File: config.mk
export PLATFORM = sky130hd
export DESIGN_NAME = ipi_mbx_ctrl
export DESIGN_NICKNAME = d
export VERILOG_FILES = /design/src/rtl/ipi_mbx_pkg.sv /design/src/rtl/ipi_mbx_ctrl.sv
export SDC_FILE = /design/constraint.sdc
export NUM_CORES = 1
export LEC_CHECK = 0
export BUFFER_PORTS_ARGS = -buffer_cell sky130_fd_sc_hd__clkbuf_2
export CAP_MARGIN = 20
export CORE_MARGIN = 5
export CORE_UTILIZATION = 55
export DETAILED_ROUTE_END_ITERATION = 10
export GPL_TIMING_DRIVEN = 1
export PLACE_DENSITY = 0.89
export SKIP_CTS_REPAIR_TIMING = 1
export SLEW_MARGIN = 20
export SYNTH_ARGS = -nofsm -noshare
export SYNTH_HDL_FRONTEND = slang
export SYNTH_SLANG_ARGS = --single-unit
File: constraint.sdc
create_clock -name clk -period 7.71 [get_ports clk]
set_input_delay 0 -clock clk [delete_from_list [all_inputs] [get_ports clk]]
set_output_delay 0 -clock clk [all_outputs]
set_load 0.05 [all_outputs]
File: src/rtl/ipi_mbx_pkg.sv
`timescale 1ns / 1ps

package ipi_mbx_pkg;

    localparam int NUM_CORES_DEF = 16;

    localparam logic [15:0] MAILBOX_BASE      = 16'h1000;
    localparam logic [15:0] MAIL_SEND_ADDRESS = 16'h1048;
    localparam logic [15:0] ANY_SEND_ADDRESS  = 16'h1158;
    localparam logic [7:0]  WIN_LEN           = 8'h48;
    localparam logic [7:0]  OFF_BUF           = 8'h20;

    localparam logic [5:0] ROFF_STATUS = 6'h00;
    localparam logic [5:0] ROFF_EN     = 6'h01;
    localparam logic [5:0] ROFF_SET    = 6'h02;
    localparam logic [5:0] ROFF_CLEAR  = 6'h03;
    localparam logic [5:0] ROFF_SEND   = 6'h10;

    typedef struct packed {
        logic       rd;
        logic       wr;
        logic       snd;
        logic       keep;
        logic [7:0] off;
        logic [7:0] wbyte;
        logic [4:0] vec;
    } byte_cmd_t;

    function automatic logic reg_present(input logic [7:0] b);
        return (b[7:4] == 4'h0) || (b[7:5] == 3'b001);
    endfunction

endpackage

File: src/rtl/ipi_mbx_ctrl.sv
`timescale 1ns / 1ps

module ipi_mbx_ctrl import ipi_mbx_pkg::*; #(
    parameter int NUM_CORES = NUM_CORES_DEF,
    localparam int CW = (NUM_CORES > 1) ? $clog2(NUM_CORES) : 1,
    localparam int LW = $clog2(NUM_CORES + 1)
) (
    input  logic          clk,
    input  logic          rst_n,
    input  logic          s_tvalid,
    output logic          s_tready,
    input  logic          s_tuser,
    input  logic [87:0]   s_tdata,
    output logic          m_tvalid,
    input  logic          m_tready,
    output logic          m_tuser,
    output logic [79:0]   m_tdata,
    input  logic [LW-1:0] live,
    output byte_cmd_t     bcmd,
    output logic [CW-1:0] core,
    input  logic [7:0]    rbyte,
    input  logic [15:0]   irq
);

    localparam logic [2:0] S_IDLE = 3'd0;
    localparam logic [2:0] S_SEND = 3'd1;
    localparam logic [2:0] S_BRD  = 3'd2;
    localparam logic [2:0] S_BWR  = 3'd3;
    localparam logic [2:0] S_DONE = 3'd4;

    logic [2:0]    state_reg;
    logic [CW-1:0] core_reg;
    logic [7:0]    off_reg;
    logic [3:0]    n_reg;
    logic [2:0]    idx_reg;
    logic [63:0]   data_reg;
    logic [3:0]    keep_reg;
    logic          wr_reg;
    logic          act_reg;
    logic          chk_reg;
    logic          um_reg;
    logic [4:0]    vec_reg;
    logic [63:0]   rd_reg;
    logic          m_valid_reg;
    logic [79:0]   m_data_reg;
    logic          m_um_reg;

    logic        in_cmd;
    logic [3:0]  in_req;
    logic [15:0] in_addr;
    logic [3:0]  in_bytes;
    logic [63:0] in_wd;
    logic [3:0]  n_clamp;
    logic        live_req;
    logic [9:0]  tgt;
    logic        tgt_ok;
    logic        win;
    logic [7:0]  off;
    logic        win2;
    logic [7:0]  off2;
    logic [31:0] merged;
    logic        mtgt_ok;
    logic        accept;
    logic        last_byte;

    logic [2:0]  d_state;
    logic [9:0]  d_core;
    logic [7:0]  d_off;
    logic [3:0]  d_n;
    logic [63:0] d_data;
    logic [3:0]  d_keep;
    logic        d_act;
    logic        d_chk;
    logic        d_um;
    logic [4:0]  d_vec;

    assign in_cmd   = s_tuser;
    assign in_req   = s_tdata[3:0];
    assign in_addr  = s_tdata[19:4];
    assign in_bytes = s_tdata[23:20];
    assign in_wd    = s_tdata[87:24];

    assign n_clamp  = (in_bytes > 4'd8) ? 4'd8 : in_bytes;
    assign live_req = 8'(in_req) < 8'(live);
    assign tgt      = in_wd[25:16];
    assign tgt_ok   = 11'(tgt) < 11'(live);
    assign win      = (in_addr >= MAILBOX_BASE) && ((in_addr - MAILBOX_BASE) < 16'(WIN_LEN));
    assign off      = 8'(in_addr - MAILBOX_BASE);
    assign win2     = (in_wd[15:0] >= MAILBOX_BASE)
                      && ((in_wd[15:0] - MAILBOX_BASE) < 16'(WIN_LEN));
    assign off2     = 8'(in_wd[15:0] - MAILBOX_BASE);

    for (genvar i = 0; i < 4; i++)
    begin : g_merge
        assign merged[8*i +: 8] = in_wd[27+i] ? 8'h0 : in_wd[32+8*i +: 8];
    end
    assign mtgt_ok = 11'(merged[25:16]) < 11'(live);

    always_comb
    begin
        d_state = S_DONE;
        d_core  = 10'(in_req);
        d_off   = off;
        d_n     = n_clamp;
        d_data  = in_wd;
        d_keep  = 4'h0;
        d_act   = live_req;
        d_chk   = 1'b1;
        d_um    = 1'b0;
        d_vec   = in_wd[4:0];
        if (win)
        begin
            if (in_cmd && (off[7:2] == ROFF_SEND))
            begin
                d_chk  = 1'b0;
                d_core = tgt;
                if (live_req && tgt_ok)
                begin
                    d_state = S_SEND;
                end
            end
            else if (n_clamp != 4'd0)
            begin
                d_state = S_BRD;
            end
        end
        else if (in_cmd && (in_addr == MAIL_SEND_ADDRESS) && (n_clamp == 4'd8))
        begin
            d_chk  = 1'b0;
            d_act  = 1'b1;
            d_core = tgt;
            d_off  = OFF_BUF | {3'b000, in_wd[4:2], 2'b00};
            d_n    = 4'd4;
            d_data = {32'h0, in_wd[63:32]};
            d_keep = in_wd[30:27];
            if (live_req && tgt_ok)
            begin
                d_state = S_BRD;
            end
        end
        else if (in_cmd && (in_addr == ANY_SEND_ADDRESS) && (n_clamp == 4'd8))
        begin
            d_chk  = 1'b0;
            d_act  = 1'b1;
            d_core = tgt;
            d_off  = off2;
            d_n    = 4'd4;
            d_data = {32'h0, in_wd[63:32]};
            d_keep = in_wd[30:27];
            if (live_req && tgt_ok && win2)
            begin
                if (off2[7:2] == ROFF_SEND)
                begin
                    d_core = merged[25:16];
                    d_vec  = merged[4:0];
                    if (mtgt_ok)
                    begin
                        d_state = S_SEND;
                    end
                end
                else
                begin
                    d_state = S_BRD;
                end
            end
        end
        else
        begin
            d_um = 1'b1;
        end
    end

    assign s_tready  = (state_reg == S_IDLE);
    assign accept    = s_tvalid && s_tready;
    assign last_byte = (idx_reg == 3'(n_reg - 4'd1));

    assign bcmd.rd    = (state_reg == S_BRD);
    assign bcmd.wr    = (state_reg == S_BWR) && act_reg && wr_reg;
    assign bcmd.snd   = (state_reg == S_SEND);
    assign bcmd.keep  = keep_reg[0];
    assign bcmd.off   = off_reg;
    assign bcmd.wbyte = data_reg[7:0];
    assign bcmd.vec   = vec_reg;
    assign core       = core_reg;

    assign m_tvalid = m_valid_reg;
    assign m_tdata  = m_data_reg;
    assign m_tuser  = m_um_reg;

    always_ff @(posedge clk or negedge rst_n)
    begin
        if (!rst_n)
        begin
            state_reg   <= S_IDLE;
            m_valid_reg <= 1'b0;
        end
        else
        begin
            if (m_valid_reg && m_tready && (state_reg != S_DONE))
            begin
                m_valid_reg <= 1'b0;
            end
            case (state_reg)
                S_IDLE:
                begin
                    if (accept)
                    begin
                        state_reg <= d_state;
                    end
                end
                S_SEND:
                begin
                    state_reg <= S_DONE;
                end
                S_BRD:
                begin
                    state_reg <= S_BWR;
                end
                S_BWR:
                begin
                    state_reg <= last_byte ? S_DONE : S_BRD;
                end
                S_DONE:
                begin
                    if (!m_valid_reg || m_tready)
                    begin
                        m_valid_reg <= 1'b1;
                        state_reg   <= S_IDLE;
                    end
                end
                default:
                begin
                    state_reg <= S_IDLE;
                end
            endcase
        end
    end

    always_ff @(posedge clk)
    begin
        if (accept)
        begin
            core_reg <= CW'(d_core);
            off_reg  <= d_off;
            n_reg    <= d_n;
            idx_reg  <= 3'd0;
            data_reg <= d_data;
            keep_reg <= d_keep;
            wr_reg   <= in_cmd;
            act_reg  <= d_act;
            chk_reg  <= d_chk;
            um_reg   <= d_um;
            vec_reg  <= d_vec;
            rd_reg   <= 64'h0;
        end
        else if (state_reg == S_BWR)
        begin
            if (act_reg && !wr_reg)
            begin
                rd_reg[{idx_reg, 3'b000} +: 8] <= rbyte;
            end
            if (chk_reg && !reg_present(off_reg))
            begin
                um_reg <= 1'b1;
            end
            off_reg  <= off_reg + 8'd1;
            idx_reg  <= idx_reg + 3'd1;
            data_reg <= data_reg >> 8;
            keep_reg <= keep_reg >> 1;
        end
        if ((state_reg == S_DONE) && (!m_valid_reg || m_tready))
        begin
            m_data_reg <= {irq, rd_reg};
            m_um_reg   <= um_reg;
        end
    end

    a_wr_snd_excl: assert property (@(posedge clk) disable iff (!rst_n)
        !(bcmd.wr && bcmd.snd))
        else $error("byte write and send in the same cycle");

    a_bwr_after_brd: assert property (@(posedge clk) disable iff (!rst_n)
        (state_reg == S_BWR) |-> ($past(state_reg) == S_BRD))
        else $error("byte apply without a preceding fetch");

    a_idx_in_range: assert property (@(posedge clk) disable iff (!rst_n)
        (state_reg == S_BRD) |-> ((n_reg != 4'd0) && ({1'b0, idx_reg} < n_reg)))
        else $error("byte index beyond access size");

    a_out_from_done: assert property (@(posedge clk) disable iff (!rst_n)
        $rose(m_valid_reg) |-> ($past(state_reg) == S_DONE))
        else $error("result raised outside completion");

endmodule

* Word level (Yosys, flattened, before mapping)
Cells that the tools add are included.
** Cells by class
- Add/sub/neg operators :: 6
- Eq/ne operators :: 14
- Multiplexer cells :: 62
- Order comparisons :: 8
- Shift-type cells :: 2
- Reduce and logical (&&, ||, !) cells :: 30
** Operator list (count)
- 64-bit two-way mux :: 5
- 64-bit bitwise mux :: 1
- 8-bit by 8-bit variable shift with 64-bit output (first input constant) :: 1
- 8-bit by 8-bit variable part select with 64-bit output :: 1
- 3-bit two-way mux :: 16
- 4-bit two-way mux :: 12
- 8-bit two-way mux :: 6
- 16-bit by 13-bit equality test with 1-bit output (second input constant) :: 2
- 16-bit by 13-bit >= comparator with 1-bit output (second input constant) :: 2
- 16-bit by 7-bit < comparator with 1-bit output (second input constant) :: 2
- 16-bit by 13-bit subtractor with 16-bit output (second input constant) :: 2
- 5-bit two-way mux :: 6
- 10-bit by 5-bit < comparator with 1-bit output :: 2
- 1-bit logical AND :: 17
- 3-bit case mux with 5 select lines :: 1
- 1-bit two-way mux :: 14
- 6-bit by 5-bit equality test with 1-bit output (second input constant) :: 2
- 8-bit by 1-bit adder with 8-bit output (second input constant) :: 1
- 6-bit negator with 8-bit output :: 1
- 3-bit by 1-bit equality test with 1-bit output (second input constant) :: 2
- 3-bit by 2-bit equality test with 1-bit output (second input constant) :: 2
- 2-bit AND reduction :: 3
- 4-bit by 5-bit < comparator with 1-bit output :: 1
- 4-bit equality test (second input constant) :: 1
- 14 further kinds :: 19
** Word-level totals
- Word-level logic and storage cells :: 138
- Input port bits :: 122
- Register bits :: 244
- Output and inout port bits :: 112

* Depth between registers and ports, before layout
Gate-level depths: netlist (run 1).
- Depth in word-level cells :: 10
- Depth in mapped cells :: 9
- Gate-level depth less buffers :: 9

* Least setup slack after synthesis (run 1)
OpenSTA, ideal clock, no wires.
- Kind :: reg2reg
- From :: register state_reg[0]
- To :: register data_reg[0], enable pin
- Period minus slack after synthesis :: 4347 ps
- Required time :: 7274 ps
- Setup slack :: 3363 ps
- Arrival time :: 3910 ps
- Library setup time :: 436 ps
- Cell stages (with the launch flop) :: 6
- Path buffers :: 2
- Path through :: dfrtp_1 > clkbuf_1 > nor3_1 > nand2_1 > clkbuf_1 > nand2_1
** On the way
- Cells in the longest elaborated chain, start to end :: 3
- Elaborated cells between the ends (all ways) :: 4
- Classes of those cells :: eq/ne: 1; reduce/logical: 3
** Ends and longest elaborated chain
- start, declared :: RTL line ipi_mbx_ctrl.sv:31 : logic [2:0] state_reg;
- start signal, assigned :: RTL line ipi_mbx_ctrl.sv:208 : state_reg <= d_state;
- start signal, assigned :: RTL line ipi_mbx_ctrl.sv:221 : state_reg <= last_byte ? S_DONE : S_BRD;
- 3-bit zero test :: RTL line ipi_mbx_ctrl.sv:173 : assign s_tready = (state_reg == S_IDLE);
- via s_tready :: RTL line ipi_mbx_ctrl.sv:11 : output logic s_tready,
- 1-bit logical AND :: RTL line ipi_mbx_ctrl.sv:174 : assign accept = s_tvalid && s_tready;
- 2-bit nonzero test (no line)
- end signal, assigned :: RTL line ipi_mbx_ctrl.sv:247 : data_reg <= d_data;
- end signal, assigned :: RTL line ipi_mbx_ctrl.sv:268 : data_reg <= data_reg >> 8;
- end, declared :: RTL line ipi_mbx_ctrl.sv:36 : logic [63:0] data_reg;
The timed path passes the listed nets, and every way through them passes these cells.
A chain may end at the register's enable or synchronous reset.

* Worst setup path in the final report (run 1)
- From :: register state_reg[2]
- To :: register data_reg[12] (data pin)
** On the way
- Cells in the longest elaborated chain, start to end :: 3
** Ends and longest elaborated chain
- 3-bit zero test :: RTL line ipi_mbx_ctrl.sv:173
- 1-bit logical AND :: RTL line ipi_mbx_ctrl.sv:174
- 64-bit two-way mux :: RTL line ipi_mbx_ctrl.sv:241 : if (accept)
No other way between the ends.

==> results of run 1 <==
## layout make-up
cell class | instances | area (sq um)
flip-flops and latches | 244 | 6636
fillers | 1104 | 4942
multi-input cells | 634 | 3483
repair buffers | 363 | 2465
clock buffers | 38 | 747.0
well taps | 234 | 292.8
inverters | 21 | 81.33
clock inverters | 7 | 50.05
diodes | 3 | 7.507
## kinds of logic after synthesis
| logic type | count (synthesis) | synth area share [%] |
|---|---|---|
| buffers and inverters | 83 | 3.357 |
| AND/OR/NAND/NOR | 413 | 18.26 |
| AO/OA/AOI/OAI | 180 | 10.37 |
| adder cells (fa/ha/maj) | 19 | 2.278 |
| flip-flops | 244 | 63.60 |
| multiplexers | 11 | 1.067 |
| XOR/XNOR | 11 | 1.067 |
## power by group through the flow
stage,logic (mW),clock network [mW],registers (mW)
floorplan,0.409,0,2.36
global placement,1.16,0,1.87
detailed placement,1.19,0,1.87
CTS,1.19,1.17,1.85
global route,1.39,1.24,1.87
finish,1.32,1.17,1.86
## per-stage QoR
stage	std cells	worst slack [ns]	hold WS (ns)	total power, mW	utilization (%)
after global routing	1543	3.697	0.01136	4.500	73.57
after floorplan	961	3.363	-0.2956	2.770	-
after detailed placement	1374	4.588	-0.1757	3.064	62.61
after CTS	1419	4.539	-0.7105	4.213	66.87
after global placement	1374	4.659	-0.1812	3.030	62.61
final	1544	3.939	-0.0004103	4.354	73.58
## metal layers
| layer | vias up | GRT usage [%] | routed length, microns |
|---|---|---|---|
| met5 | - | 0 | 0 |
| met4 | 0 | 8.947 | 1998 |
| met3 | 182 | 4.414 | 3634 |
| met2 | 768 | 40.35 | 15900 |
| met1 | 4284 | 31.09 | 11010 |
| li1 | 4129 | - | - |
## critical path, stage by stage (launching register included)
cell	delay (ns)
dfrtp_1	0.45
nor3_1	0.25
nand2_1	0.08
buf_4	0.28
inv_4	0.64
buf_4	0.91
a31oi_1	0.21
dlygate4sd3_1	0.67
## placed cells by master, fill, tap and decap left out, drive strengths merged, types with 3 or more instances in the layout
master         n
diode          3
nand4         19
nand2b         5
nor3          17
o21ai         40
nand4b         3
o31ai          4
o31a           3
and2           5
clkbuf       271
a31oi         34
xor2           4
dlygate4sd3  121
nand2        205
nor4           7
or3            3
buf            9
nor2          64
and3          20
ha            19
dfrtp          4
clkinv         4
xnor2          6
a21o           4
a211oi         6
nand3         46
nor4b          3
edfxtp       173
a21oi         70
nor2b          5
dfxtp         67
mux2i         10
inv           22
## worst max path at each step
stage / start / to / slack, ns / depth (start not counted)
CTS: idx_reg[0] / rd_reg[17] / 4.54 / 7
detailed placement: state_reg[1] / data_reg[16] / 4.59 / 6
finish: state_reg[2] / data_reg[12] / 3.94 / 7
global placement: state_reg[2] / off_reg[6] / 4.66 / 6
floorplan: state_reg[0] / data_reg[0] / 3.36 / 5
global route: state_reg[1] / data_reg[8] / 3.70 / 7
==> run summary, run 1 <==
Worst Hold End: off_reg[1]
synth cell count leaders: 205 x nand2_1, 173 x edfxtp_1, 70 x a21oi_1
chip width: 147.7 microns
critical path required time: 7.97 ns
die height: 147.7 microns
antenna violations before repair: 2
WL/cell: 21.08 microns
PortBufs: 233
worst r2r path cells: 7
post-synth top area cell: edfxtp_1
Pint: 2.741 mW
Num CTS Buffers: 25
Clk pwr share: 26.9%
hold crit path type: in -> reg
Slew headroom: 28.11%
number of slew-limit violations in the final report: 0
Reg clk slew, reported paths: 0.08 ns
minimum hold slack: -0.0004103 ns
ys flop type: edfxtp_1
Max VDD drop: 194.0 uV
NetSw: 1.613 mW
DRT Pass-1 Iters: 6
Power Density: 316.4 nW/um^2
failing checks: hold timing
Synth top area share: 49.78%
Setup Viol. Count Final: 0
Distinct cells, synth: 59
H-tree levels: 1
Max Cap Viol: 0
Seq cells post-synth: 244
Hold Crit Start: s_tdata[5]
Root Buffer: clkbuf_16
Net count, final: 1,430
crit path kind: reg -> reg
flip-flop count of the largest register after layout: 80
R2R Setup Slk: 3.94 ns
Fmax achieved: 265.2 MHz
Mapped Avg Cell Area: 10.86 sq um
Seq/Total Area, Yosys: 63.60%
worst reg2reg path endpoint: data_reg[12]
most frequent cell after synthesis: nand2_1
RSZ-0062 raised after global routing: false
Final Cycle Share: 48.91%
Worst Setup Start Kind: flip-flop
crit path DAT: 4.03 ns
status: finished, violations left
async set or reset register ratio after synthesis: 1.639%
Routed Antenna Nets: 0
area grow syn2layout: 31.89%
Post-Syn Instances: 961
Comb pwr share: 30.4%
proportion of layout cells with a drive suffix above 1: 22.42%
Seq pwr share: 42.7%
Initial Util: 55.79%
via density per instance: 6.064
critical path capture point type: flip-flop
clock sinks: 244
aggregate routed wire length: 32,540 microns
core area: 18,710 sq um
Yosys warnings: 0
clock skew: 0.01433 ns
Design Area, Final: 13,760 sq um
largest net degree at the start of global routing: 109
row count: 50
DIE AREA: 21,830 sq um
area of the mapped netlist: 10,440 sq um
# IOs: 234
DRC Markers: 0
Leak Pwr: 5.542 nW
r2r startpoint: state_reg[2]
GPL Wtd Cong: 0.8999
Area contributors post-synth: edfxtp_1 50%, dfxtp_1 13%, nand2_1 7.4%, a21oi_1 3.4%, nor2_1 2.3%
Final min period: 3.771 ns
initial DRC count: 1,127
CTS Buffer Depth: 3
switching share of power: 37.05%
grt ovf: 0
GRT Total Usage: 23.94%
Least-Margin Pin Slew: 1.072 ns
dpl hpwl: 19,160 microns
number of synthesized flops with an enable pin: 173
via count: 9,363
synthesized net count: 1,102
Skew-Pair Late Insertion Delay: 0.51 ns
Post-DP Area: 11,710 sq um
first-pass GRT wire length: 42,120 microns
crit path max fanout: 108
setup total negative slack: 0 ns
final hold vios: 1
vias in the first global route: 8,167
Hold Path Depth: 3
CTS tree: yes
Power figures use the tool's default switching activity.
==> run 2, diff against run 1 <==
- CORE_UTILIZATION: 55 -> 54
- PLACE_DENSITY: 0.89 -> 0.88
- clock period: 7.71 -> 3.75 ns (I/O delays scaled with it)
==> run 2 against run 1 <==
Compared with the run above:
- the run now ends clean
- worst setup slack lost 3.6 ns
- power grew 110%
- clock skew grew 0.013 ns
- combinational power grew 110%
- final cell count grew 1.7%
- design area grew 0.28%
- critical endpoint is now data_reg[20]
- global-route usage shrank 0.36 points
- critical path type is now in -> reg
- hold slack gained 0.014 ns
- core utilization shrank 0.53 points
- die area grew 1.7%
- largest power group unchanged
- first-iteration DRC count grew 21%
- clock power grew 100%
==> run summary, run 2 (synthesis gave the netlist of run 1 again) <==
Least-Margin Pin Slew: 1.059 ns (was 1.072 ns)
Crit path buffers/inverters: 4 (unchanged)
Cell Count, Final, Fillers Out: 1,571 (was 1,544)
number of slew-limit violations in the final report: 0 (unchanged)
area grow syn2layout: 32.27% (was 31.89%)
kind of cell adding the most delay to the critical path: simple AND/OR/NAND/NOR gates (was buffers and inverters)
Fmax achieved: 291.5 MHz
crit path kind: in -> reg (was reg -> reg)
grt peak-use layer: met2 (unchanged)
largest net degree at the start of global routing: 82 (was 109)
critical path capture point type: flip-flop (unchanged)
most frequent cells in the layout: 233 x clkbuf_2, 204 x nand2_1, 173 x edfxtp_1, 120 x dlygate4sd3_1, 70 x a21oi_1 (was 233 x clkbuf_2, 204 x nand2_1, 173 x edfxtp_1, 121 x dlygate4sd3_1, 70 x a21oi_1)
CP cell instances: dlygate4sd3_1 > clkbuf_2 > nor4bb_1 > nand4b_1 > or2_1 > buf_4 > nand2_1 > a31oi_1 > dlygate4sd3_1 (was nor3_1 > nand2_1 > buf_4 > inv_4 > buf_4 > a31oi_1 > dlygate4sd3_1)
Power, Total: 8.972 mW (was 4.354 mW)
core area: 18,890 sq um (was 18,710 sq um)
flip-flop count of the largest register after layout: 80 (unchanged)
clock skew: 0.02740 ns (was 0.01433 ns)
crit path DAT: 3.69 ns (was 4.03 ns)
WL/cell: 21.45 microns (was 21.08 microns)
GPL Wtd Cong: 0.8659 (was 0.8999)
RSZ-0062 raised after global routing: false (unchanged)
Leak Pwr: 5.562 nW (was 5.542 nW)
Max VDD drop: 428.0 uV (was 194.0 uV)
global routing usage on met1: 29.65% (was 31.09%)
crit path max fanout: 28 (was 108)
dpl hpwl: 19,730 microns (was 19,160 microns)
status: completed (was finished, violations left)
aggregate routed wire length: 33,700 microns (was 32,540 microns)
critical path required time: 4.01 ns (was 7.97 ns)
GRT Total Usage: 23.58% (was 23.94%)
# fillers: 1,152 (was 1,104)
antenna violations before repair: 0 (was 2)
DRC Markers: 0 (unchanged)
Final Cycle Share: 91.49%
Reg clk slew, reported paths: 0.07 ns (was 0.08 ns)
Final min period: 3.431 ns
Routed Antenna Nets: 0 (unchanged)
Skew-Pair Late Insertion Delay: 0.52 ns (was 0.51 ns)
# IOs: 234 (unchanged)
via density per instance: 6.014 (was 6.064)
Slowest Stage Delay on Critical Path: 0.68 ns (was 0.91 ns)
met3 Use GR: 4.831% (was 4.414%)
final hold vios: 0 (was 1)
Antenna Cells: 0 (was 3)
row count: 50 (unchanged)
clock sinks: 244 (unchanged)
Setup Viol. Count Final: 0 (unchanged)
setup total negative slack: 0 ns (unchanged)
Hold Crit Start: s_tdata[3] (was s_tdata[5])
PortBufs: 233 (unchanged)
Max Cap Viol: 0 (unchanged)
CP Launch Point: s_tdata[11] (was state_reg[2])
Placed Cells: 1,407 (was 1,374)
r2r startpoint: state_reg[2] (unchanged)
die height: 149.0 microns (was 147.7 microns)
vias in the first global route: 7,985 (was 8,167)
hold crit path type: in -> reg (unchanged)
CP max stage cell: nor4bb_1 (was buf_4)
initial DRC count: 1,359 (was 1,127)
Slew headroom: 29.43% (was 28.11%)
Power Density: 650.0 nW/um^2 (was 316.4 nW/um^2)
first-pass GRT wire length: 41,870 microns (was 42,120 microns)
met2 Use GR: 40.89% (was 40.35%)
Net count, final: 1,434 (was 1,430)
DIE AREA: 22,200 sq um (was 21,830 sq um)
via count: 9,448 (was 9,363)
grt ovf: 0 (unchanged)
proportion of layout cells with a drive suffix above 1: 22.96% (was 22.42%)
CTS tree: yes (unchanged)
most frequent CP cell: dlygate4sd3_1 (was buf_4)
commonest non-fill, non-tap cell in the layout: clkbuf_2 (unchanged)
CTS Buffer Depth: 3 (unchanged)
Num CTS Buffers: 24 (was 25)
Worst Setup Start Kind: input port (was flip-flop)
Root Buffer: clkbuf_16 (unchanged)
DRT Pass-1 Iters: 6 (unchanged)
chip width: 149.0 microns (was 147.7 microns)
Initial Util: 55.23% (was 55.79%)
H-tree levels: 1 (unchanged)
[run 2: cell types whose count changed in the layout (fill, tap and decap cells not counted), sizes merged]
cell	change
diode	-3
bufinv	+2
clkbuf	-8
clkinv	+6
clkinvlp	-1
buf	+6
dlygate4sd3	-1
[run 2: worst paths after layout]
check / slack [ns] / endpoint / cells after the start
setup / recovery: 0.32 / data_reg[20] / 9
hold / removal: 0.01 / core[3] / 3
setup reg to reg: 0.63 / data_reg[11] / 7
hold reg to reg: 0.43 / m_tdata[36] / 0
max in group asynchronous: 3.15 / m_tvalid / 3
min in group asynchronous: 0.40 / state_reg[2] / 3
[run 2: layer usage]
metal,up-vias,part of all wire [%]
li1,4131,-
met1,4376,33
met2,758,51
met3,183,11
met4,0,5.7
met5,-,0
[run 2: through the flow]
stage | area [sq um] | hold slack (ns) | utilization, % | worst slack [ns]
6_report | 13800 | 0.01357 | 73.05 | 0.3193
2_1_floorplan | 10440 | -0.2956 | - | 0.05737
3_3_place_gp | 11820 | -0.1805 | 62.54 | 1.139
3_5_place_dp | 11820 | -0.1808 | 62.54 | 1.036
4_1_cts | 12600 | -0.7285 | 66.70 | 1.030
5_1_grt | 13800 | 0.01304 | 73.05 | 0.1316
[run 2: cell type report]
class | instances | area, sq um | area share, %
Multi-Input combinational cell | 634 | 3470 | 25.14
Sequential cell | 244 | 6636 | 48.08
Inverter | 21 | 81.33 | 0.5892
Clock inverter | 14 | 151.4 | 1.097
Tap cell | 260 | 325.3 | 2.357
Timing Repair Buffer | 368 | 2505 | 18.15
Clock buffer | 30 | 633.1 | 4.587
[run 2: worst register-to-register path: stages (launching register included)]
cell and delay (ns):
dfrtp_1 0.46, nor3_1 0.30, nand2_1 0.22, inv_4 0.52, buf_4 0.45, nor2_1 0.12
a31oi_1 0.16, dlygate4sd3_1 0.70
[run 2: report_power, final]
group	leakage [nW]	internal [mW]	total [mW]	switching (mW)
Combinational	2.93	0.634	2.76	2.12
Clock	0.386	1.36	2.39	1.03
Sequential	2.24	3.61	3.83	0.211
